$ cat src/rtl/ski_pkg.sv
// Shared types and constants for the scalar keyframe interpolator.
// Depends on nothing; every module in rtl imports it.
`timescale 1ns / 1ps
package ski_pkg;
    localparam logic [1:0] ST_VALUE = 2'd0;
    localparam logic [1:0] ST_STORED = 2'd1;
    localparam logic [1:0] ST_EMPTY = 2'd2;
    localparam logic [1:0] ST_FULL = 2'd3;
    localparam logic CMD_ADD = 1'b0;
    localparam logic CMD_EVAL = 1'b1;
    localparam int QDEPTH = 2;

    typedef struct packed {
        logic        cmd;
        logic [31:0] key_time;
        logic [31:0] key_value;
        logic        step;
    } t_cmd;
endpackage

$ cat src/rtl/ski_front.sv
// Front end: accepts command beats and queues them for the engine.
// Depends on ski_pkg.
`timescale 1ns / 1ps
module ski_front
    import ski_pkg::*;
(
    input  logic i_clk,
    input  logic i_rst_n,
    input  logic i_push,
    output logic o_full,
    input  t_cmd i_cmd,
    output logic o_valid,
    output t_cmd o_cmd,
    input  logic i_take
);
    t_cmd       r_q [QDEPTH];
    logic       r_wp, r_rp;
    logic [1:0] r_cnt;
    logic       w_push, w_pop;

    assign o_full  = (r_cnt == 2'(QDEPTH));
    assign o_valid = (r_cnt != 2'd0);
    assign o_cmd   = r_q[r_rp];
    assign w_push  = i_push && !o_full;
    assign w_pop   = i_take && o_valid;

    // Two-entry command queue.
    always_ff @(posedge i_clk) begin
        if (!i_rst_n) begin
            r_wp <= 1'b0;
            r_rp <= 1'b0;
            r_cnt <= 2'd0;
        end else begin
            if (w_push) r_wp <= ~r_wp;
            if (w_pop) r_rp <= ~r_rp;
            r_cnt <= r_cnt + 2'(w_push) - 2'(w_pop);
        end
        if (w_push) r_q[r_wp] <= i_cmd;
    end

`ifndef SYNTHESIS
    a_cnt_range: assert property (@(posedge i_clk) disable iff (!i_rst_n)
        r_cnt <= 2'(QDEPTH)) else $error("queue count overflow");
    a_no_full_push: assert property (@(posedge i_clk) disable iff (!i_rst_n)
        o_full && !w_pop |=> o_full) else $error("full lost without pop");
    a_empty_hold: assert property (@(posedge i_clk) disable iff (!i_rst_n)
        !o_valid && !i_push |=> !o_valid) else $error("item appeared");
`endif
endmodule

$ cat config.mk
export PLATFORM = sky130hd
export DESIGN_NAME = ski_front
export DESIGN_NICKNAME = d
export VERILOG_FILES = /design/src/rtl/ski_pkg.sv /design/src/rtl/ski_front.sv
export SDC_FILE = /design/constraint.sdc
export NUM_CORES = 1
export LEC_CHECK = 0
export BUFFER_PORTS_ARGS = -buffer_cell sky130_fd_sc_hd__buf_4
export CORE_AREA = 3 3 140 115
export DETAILED_ROUTE_END_ITERATION = 7
export DIE_AREA = 0 0 143 118
export GPL_TIMING_DRIVEN = 1
export PLACE_DENSITY = 0.56
export SLEW_MARGIN = 30
export SYNTH_ARGS = -nofsm -noshare
export SYNTH_HDL_FRONTEND = slang
export SYNTH_SLANG_ARGS = --single-unit
$ cat constraint.sdc
create_clock -name i_clk -period 9.8 [get_ports i_clk]
set_input_delay 1.47 -clock i_clk [delete_from_list [all_inputs] [get_ports i_clk]]
set_output_delay 1.47 -clock i_clk [all_outputs]
set_load 0.01 [all_outputs]
# Word-level counts from Yosys, hierarchy flattened
# Memories as Yosys holds them, arrays and structs flattened. A register that Yosys moved wholly into a read port is not among the register bits.
# Cells that the tools add are included.
# op_classes
add_sub_neg	2
multipliers	0
div	0
order_cmp	0
n_eq_ne	1
n_shift	0
muxes	4
n_bitwise	2
reduce_logical	4
# ops
operator	count
1-bit two-way mux	4
2-bit by 1-bit adder with 2-bit output	1
2-bit == test, second input constant	1
1-bit logical AND	2
1-bit inverter	2
2-bit nonzero test	1
2-bit by 1-bit subtractor with 2-bit output	1
1-bit zero test	1
# word_totals
regBits	4
latch_bits	0
mem_bits_rw	132
mem_bits_ro	0
inputBits	70
out_inout_bits	68
wordCells	17
memories	1
# memory_table
name	depth	width	rd	rd_clocked_by_memory_dff	wr	line_no	text
r_q	2	66	1	1	1	ski_front.sv:16	t_cmd r_q [QDEPTH];

# Depth between registers and ports, before layout
# Gate-level depths: netlist of run 1.
# logic_depth
ltp_word	5
depth_mapped	8
mapped_depth_nobuf	8

# Worst setup path before layout of run 1
# No wires, ideal clock.
# synth_path
kind	input port to flip-flop
startpoint	in i_push
endpoint	mem r_q[0][0] (netlist name), enable pin
setup_time_ns	0.490
t_arrival_ns	4.322
required_time_ns	9.310
setup_slack_ns	4.988
cell_stages	2
n_path_buf	0
cell_sequence	nand2_1 > nor2_1
# synth_between
elab_chain_len	3
# synth_lines
element	line_no	text
from (decl)	ski_front.sv:9	input logic i_push,
1-bit logical AND	ski_front.sv:24	assign w_push = i_push && !o_full;
1-bit two-way mux	ski_front.sv:38	if (w_push) r_q[r_wp] <= i_cmd;
1-bit two-way mux (not written as such)	ski_front.sv:38	
to (decl)	ski_front.sv:16	
# No other way between the ends.

==> flow_summary.toml, run 1 <==
[run_status]
status = "complete, no violations"

[clock_network]
htree_num_levels = 4
cts_root_buf = "clkbuf_16"
clkSinkCount = 137
clkLatencyLatePin_ns = 0.41
cts-hold-fix-buffers = 0
cts.clk_slew.worst_paths_ns = 0.05
clockBufferDepth = 2
cts_resized = 0
cts_buffers = 17
postCtsSetupBuffers = 0
cts_tree = "done"

[floorplanning]
die_area_sq_um = 16900
core-area_sq_um = 14900
chipWidth_um = 143
initial_core_util_pct = 34.7
io_pins = 138
placementRows = 40
die_h_um = 118

[yosys]
synth_top_area_share_pct = 76.9
synth_top_cell_by_area = "edfxtp_1"
ys_seq_elements = 137
syn_area_sq_um = 5160
syn_inst = 231
yosysSeqAreaShare_pct = 78.8
yosys_warnings = 0
syn_avg_cell_area_sq_um = 22.3
ys_types = 18
syn_nets = 303
synth.top_cells.by_area = "edfxtp_1 77%, mux2_4 12%, mux2_2 5.7%, dfxtp_1 1.9%, buf_6 1.1%"

[setup_path]
cp_max_fo = 28
worstSetupPathType = "flop to output pin"
worst_ep_required_time_ns = 8.33
crit_path_top_delay_cell = "dfxtp_4"
r2r_setup_slack_ns = 7.61
reg2reg_depth = 4
path_cells = "buf_12, mux2_2, buf_4"
r2r-end = "r_q[0][9]"
reg2reg_from = "r_cnt[0]"
worstSetupEndpointType = "output pin"
start_kind = "flop"
crit_path_max_incr_delay_ns = 0.51
critPathArrivalTime_ns = 1.71

[global_route]
grt_use_met3_pct = 6.21
grt_pass1_wl_um = 14500
grt.met2_usage_pct = 16.6
antenna_found_initial = 0
top_usage_layer = "met2"
grt_overflow_total = 0
grtUsageTotal_pct = 11.4
grt_pass1_vias = 2774
met1_usage_pct = 14.7
grt_max_degree = 49

[final_layout]
drive_gt1_share_pct = 60.2
final_area_sq_um = 7060
instances_no_fill = 586
nNetsFinal = 456
area_growth_pct = 36.8
antenna_cells = 0
final_cell_mix = "138 x buf_4, 132 x edfxtp_1, 40 x mux2_4"
fillCellCount = 1289
fin_util_pct = 47.5
final_common_cell = "buf_4"
multi_input_area_sq_um = 1030
final-seq-area_sq_um = 4070

[pwr]
p_int_uw = 1420
ir_drop_mv = 0.211
powerDensity_nw_per_um2 = 267
combPwrFrac_pct = 24.7
seq_power_share_pct = 40.7
switchingPower_uw = 463
switching_share_pct = 24.6
power_frac_clock_pct = 34.6
leakage_uw = 0.00273

[min_path]
min_path_cells = 2
hp-start = "r_rp"
hold_path_class = "flop to flop"

[sta]
hold_viol = 0
worst_slack_ns = 6.62
skew_ns = 0.00677
rsz0062_at_grt = "false"
slew_headroom_pct = 55.4
max_clock_freq_ghz = 0.314
min_period_ns = 3.18
drv_slew = 0
setup_tns_ns = 0
timing.final.crit_share_pct = 32.4
setup_viol = 0
tightest_slew_ns = 0.669

[place]
hpwlAfterDp_um = 6170
dp_worst_setup_slack_ns = 6.52
dpl_cell_area_sq_um = 6450
gp_congestion = 0.653
port_buffers = 137
dpl.cell_count = 554

[route]
wire_per_inst_um = 16.1
firstDrtPassIters = 4
first_iter_violations = 122
ant_nets = 0
vias_per_cell = 4.45
routed_wl_um = 9430
via_count = 2608
drc = 0

[flow_run]
max-cap-violations = 0
==> worst max-delay path: cells and delay by family, from the launching register on <==
family | cells | cell delay [ns]
buffers and inverters | 2 | 0.39
DFF | 1 | 0.51
muxes | 1 | 0.36
==> how the worst max path moves through the flow <==
stage / endpoint / cells past startpoint / from / slack [ns]
after floorplan: r_q[0][0] / 2 / i_push / 4.99
after global placement: r_q[0][18] / 4 / i_push / 6.50
after detailed placement: r_q[0][18] / 4 / i_push / 6.52
after CTS: o_cmd[2] / 3 / flop / 6.57
after global routing: o_cmd[2] / 3 / flop / 6.53
final: o_cmd[1] / 3 / flop / 6.62
==> metal layers <==
layer	vias to the layer above	share of wire, %
met5	-	0
met4	0	0.92
met3	8	8.9
met2	100	45
met1	1284	45
li1	1216	-
==> power groups by stage <==
stage | logic [uW] | registers, uW | clock network (uW)
2_1_floorplan | 283 | 770 | 0
3_3_place_gp | 428 | 814 | 0
3_5_place_dp | 476 | 779 | 0
4_1_cts | 477 | 768 | 668
5_1_grt | 502 | 774 | 696
6_report | 466 | 766 | 651
==> layout make-up <==
cell class	count	share of cell area (%)
inverters	3	0.160
multi-input cells	84	14.6
well taps	189	3.35
repair buffers	141	15.6
flip-flops and latches	137	57.7
clock inverters	14	2.54
clock buffers	18	6.08
==> Yosys cell counts <==
| master | instances |
|---|---|
| ha_1 | 2 |
| nor2_1 | 4 |
| nand2b_1 | 2 |
| and2_1 | 1 |
| buf_2 | 2 |
| or2_2 | 1 |
| buf_6 | 5 |
| o21a_1 | 1 |
| mux2_2 | 26 |
| mux2_4 | 40 |
| xnor2_1 | 2 |
| edfxtp_1 | 132 |
| xor2_1 | 1 |
| mux2i_1 | 1 |
| and3_1 | 1 |
| dfxtp_1 | 5 |
| inv_1 | 3 |
| nand2_1 | 2 |
==> kinds of logic (layout without fill, tap and decap cells) <==
logic type | count (synthesis) | after routing | share of synthesized area (%)
flip-flops | 137 | 137 | 78.8
multiplexers | 67 | 67 | 17.5
AND/OR/NAND/NOR | 11 | 11 | 1.04
buffers and inverters | 10 | 176 | 1.50
XOR/XNOR | 3 | 3 | 0.510
adder cells (fa/ha/maj) | 2 | 2 | 0.485
AO/OA/AOI/OAI | 1 | 1 | 0.146
==> registers in the layout, indices dropped and copies added, names as in the netlist, named ones only <==
register and cells:
r_q 132, r_cnt 2, r_rp 1, r_wp 1
==> per-stage QoR <==
stage	total power, uW	hold slack, ns
2_1_floorplan	1050	0.455
3_3_place_gp	1240	0.499
4_1_cts	1910	0.523
6_report	1880	0.516
3_5_place_dp	1260	0.508
5_1_grt	1970	0.535
No activity file was read; power rests on OpenSTA's default activity.
==> run 2, diff against run 1 <==
==> constraint.sdc (replaced) <==
create_clock -name i_clk -period 3.2 [get_ports i_clk]
set_input_delay 0.48 -clock i_clk [delete_from_list [all_inputs] [get_ports i_clk]]
set_output_delay 0.48 -clock i_clk [all_outputs]
set_load 0.01 [all_outputs]
==> flow_summary.toml, run 2 (synthesis results as in run 1) <==
[pwr]
combPwrFrac_pct = 24.8
p_int_uw = 4250
switchingPower_uw = 1400
power_frac_clock_pct = 33.3
ir_drop_mv = 0.393
powerDensity_nw_per_um2 = 807
seq_power_share_pct = 41.9
switching_share_pct = 24.8
leakage_uw = 0.00271

[place]
hpwlAfterDp_um = 6180
dpl.cell_count = 553
dpl_cell_area_sq_um = 6420
gp_congestion = 0.742
port_buffers = 137
dp_worst_setup_slack_ns = 1.17

[final_layout]
final_area_sq_um = 7010
area_growth_pct = 35.8
regMostFlops = "r_q"
drive_gt1_share_pct = 59.6
antenna_cells = 0
final_common_cell = "buf_4"
largest_reg_flops = 132
instances_no_fill = 585
nNetsFinal = 456
final_cell_mix = "138 x buf_4, 132 x edfxtp_1, 40 x mux2_4"
reg_top3 = "r_q: 132 flops, r_cnt: 2 flops"
fillCellCount = 1296

[route]
wl_met1_um = 4370
firstDrtPassIters = 4
wl_met3_um = 821
vias_per_cell = 4.44
topRoutingLayerUsed = "met4"
first_iter_violations = 138
routed_wl_um = 9680
wire_per_inst_um = 16.6
ant_nets = 0
via_count = 2598
drc = 0
wl_met2_um = 4310

[setup_path]
r2r_setup_slack_ns = 1.44
reg2reg_depth = 3
cp_max_fo = 44
path_cells = "buf_12, mux2_2, buf_4"
worstSetupPathType = "flop to output pin"
worst_ep_required_time_ns = 2.72
crit_path_top_delay_cell = "dfxtp_4"
reg2reg_from = "r_cnt[0]"
worstSetupEndpointType = "output pin"
start_kind = "flop"
crit_path_max_incr_delay_ns = 0.61
critPathArrivalTime_ns = 1.95
r2r-end = "r_q[1][63]"
critPathCapture = "o_cmd[24]"

[clock_network]
cts_root_buf = "clkbuf_16"
clkLatencyLatePin_ns = 0.41
cts.clk_slew.worst_paths_ns = 0.06
postCtsSetupBuffers = 0
htree_num_levels = 4
cts-hold-fix-buffers = 0
clkSinkCount = 137
clockBufferDepth = 2
cts_resized = 0
cts_tree = "done"
cts_buffers = 17

[sta]
setup_tns_ns = 0
rsz0062_at_grt = "false"
worst_slack_ns = 0.769
skew_ns = 0.00692
max_clock_freq_ghz = 0.411
slew_headroom_pct = 62.3
tightest_slew_ns = 0.566
drv_slew = 0
setup_viol = 0
timing.final.crit_share_pct = 76.0
hold_viol = 0
min_period_ns = 2.43
hold_ws_ns = 0.255

[run_status]
status = "complete, no violations"

[floorplanning]
placementRows = 40
initial_core_util_pct = 34.7
io_pins = 138
die_area_sq_um = 16900
core-area_sq_um = 14900
die_h_um = 118
chipWidth_um = 143

[global_route]
antenna_found_initial = 0
grt_pass1_wl_um = 15000
grt_max_degree = 67
grtUsageTotal_pct = 11.9
grt_pass1_vias = 2761
grt_overflow_total = 0

[min_path]
hold_path_class = "input pin to flop"

[flow_run]
max-cap-violations = 0
==> run 2: cell types whose count changed in the layout (fill, tap and decap cells not counted), sizes merged <==
cell | previous run | this run
clkinvlp | 2 | 1
clkinv | 7 | 8
clkbuf | 18 | 19
bufinv | 4 | 3
inv | 4 | 3
==> run 2: how the worst min path moves through the flow <==
stage	cells after the start	startpoint	end	slack, ns
final	1	i_cmd[53]	r_q[0][53]	0.25
after global routing	1	i_cmd[55]	r_q[1][55]	0.23
after CTS	1	i_cmd[53]	r_q[1][53]	0.23
after detailed placement	2	r_rp	r_rp	0.51
after global placement	2	r_rp	r_rp	0.50
after floorplan	2	r_wp	r_wp	0.47
==> run 2: through the flow <==
step	utilization (%)	total power, uW
floorplan	-	3220
CTS	47.0	5740
detailed placement	43.2	3840
finish	47.1	5650
global placement	43.2	3820
global route	47.1	5930
==> run 2: layer usage <==
| metal | GRT usage, % | vias up |
|---|---|---|
| li1 | - | 1208 |
| met1 | 16.0 | 1274 |
| met2 | 16.7 | 101 |
| met3 | 5.08 | 15 |
| met4 | 5.52 | 0 |
| met5 | 0 | - |
==> run 2: final cells by class <==
| class | count | area [sq um] | area share, % |
|---|---|---|---|
| multi-input combinational | 84 | 1030 | 14.7 |
| clock buffer | 19 | 433 | 6.18 |
| inverter | 3 | 11.3 | 0.161 |
| timing repair buffer | 141 | 1100 | 15.6 |
| sequential | 137 | 4070 | 58.1 |
| tap | 189 | 236 | 3.38 |
| clock inverter | 12 | 133 | 1.89 |
==> run 2: critical path: cells and delay by family (launching register included) <==
| family | cells | cell delay, ns |
|---|---|---|
| flip-flops | 1 | 0.61 |
| buffers and inverters | 2 | 0.49 |
| multiplexers | 1 | 0.39 |
==> run 2: power groups by stage <==
stage / clock network (uW) / registers [uW] / logic [uW]
after floorplan: 0 / 2350 / 867
after global routing: 2010 / 2390 / 1520
after detailed placement: 0 / 2410 / 1430
after CTS: 1930 / 2370 / 1440
after global placement: 0 / 2400 / 1420
final: 1880 / 2370 / 1400
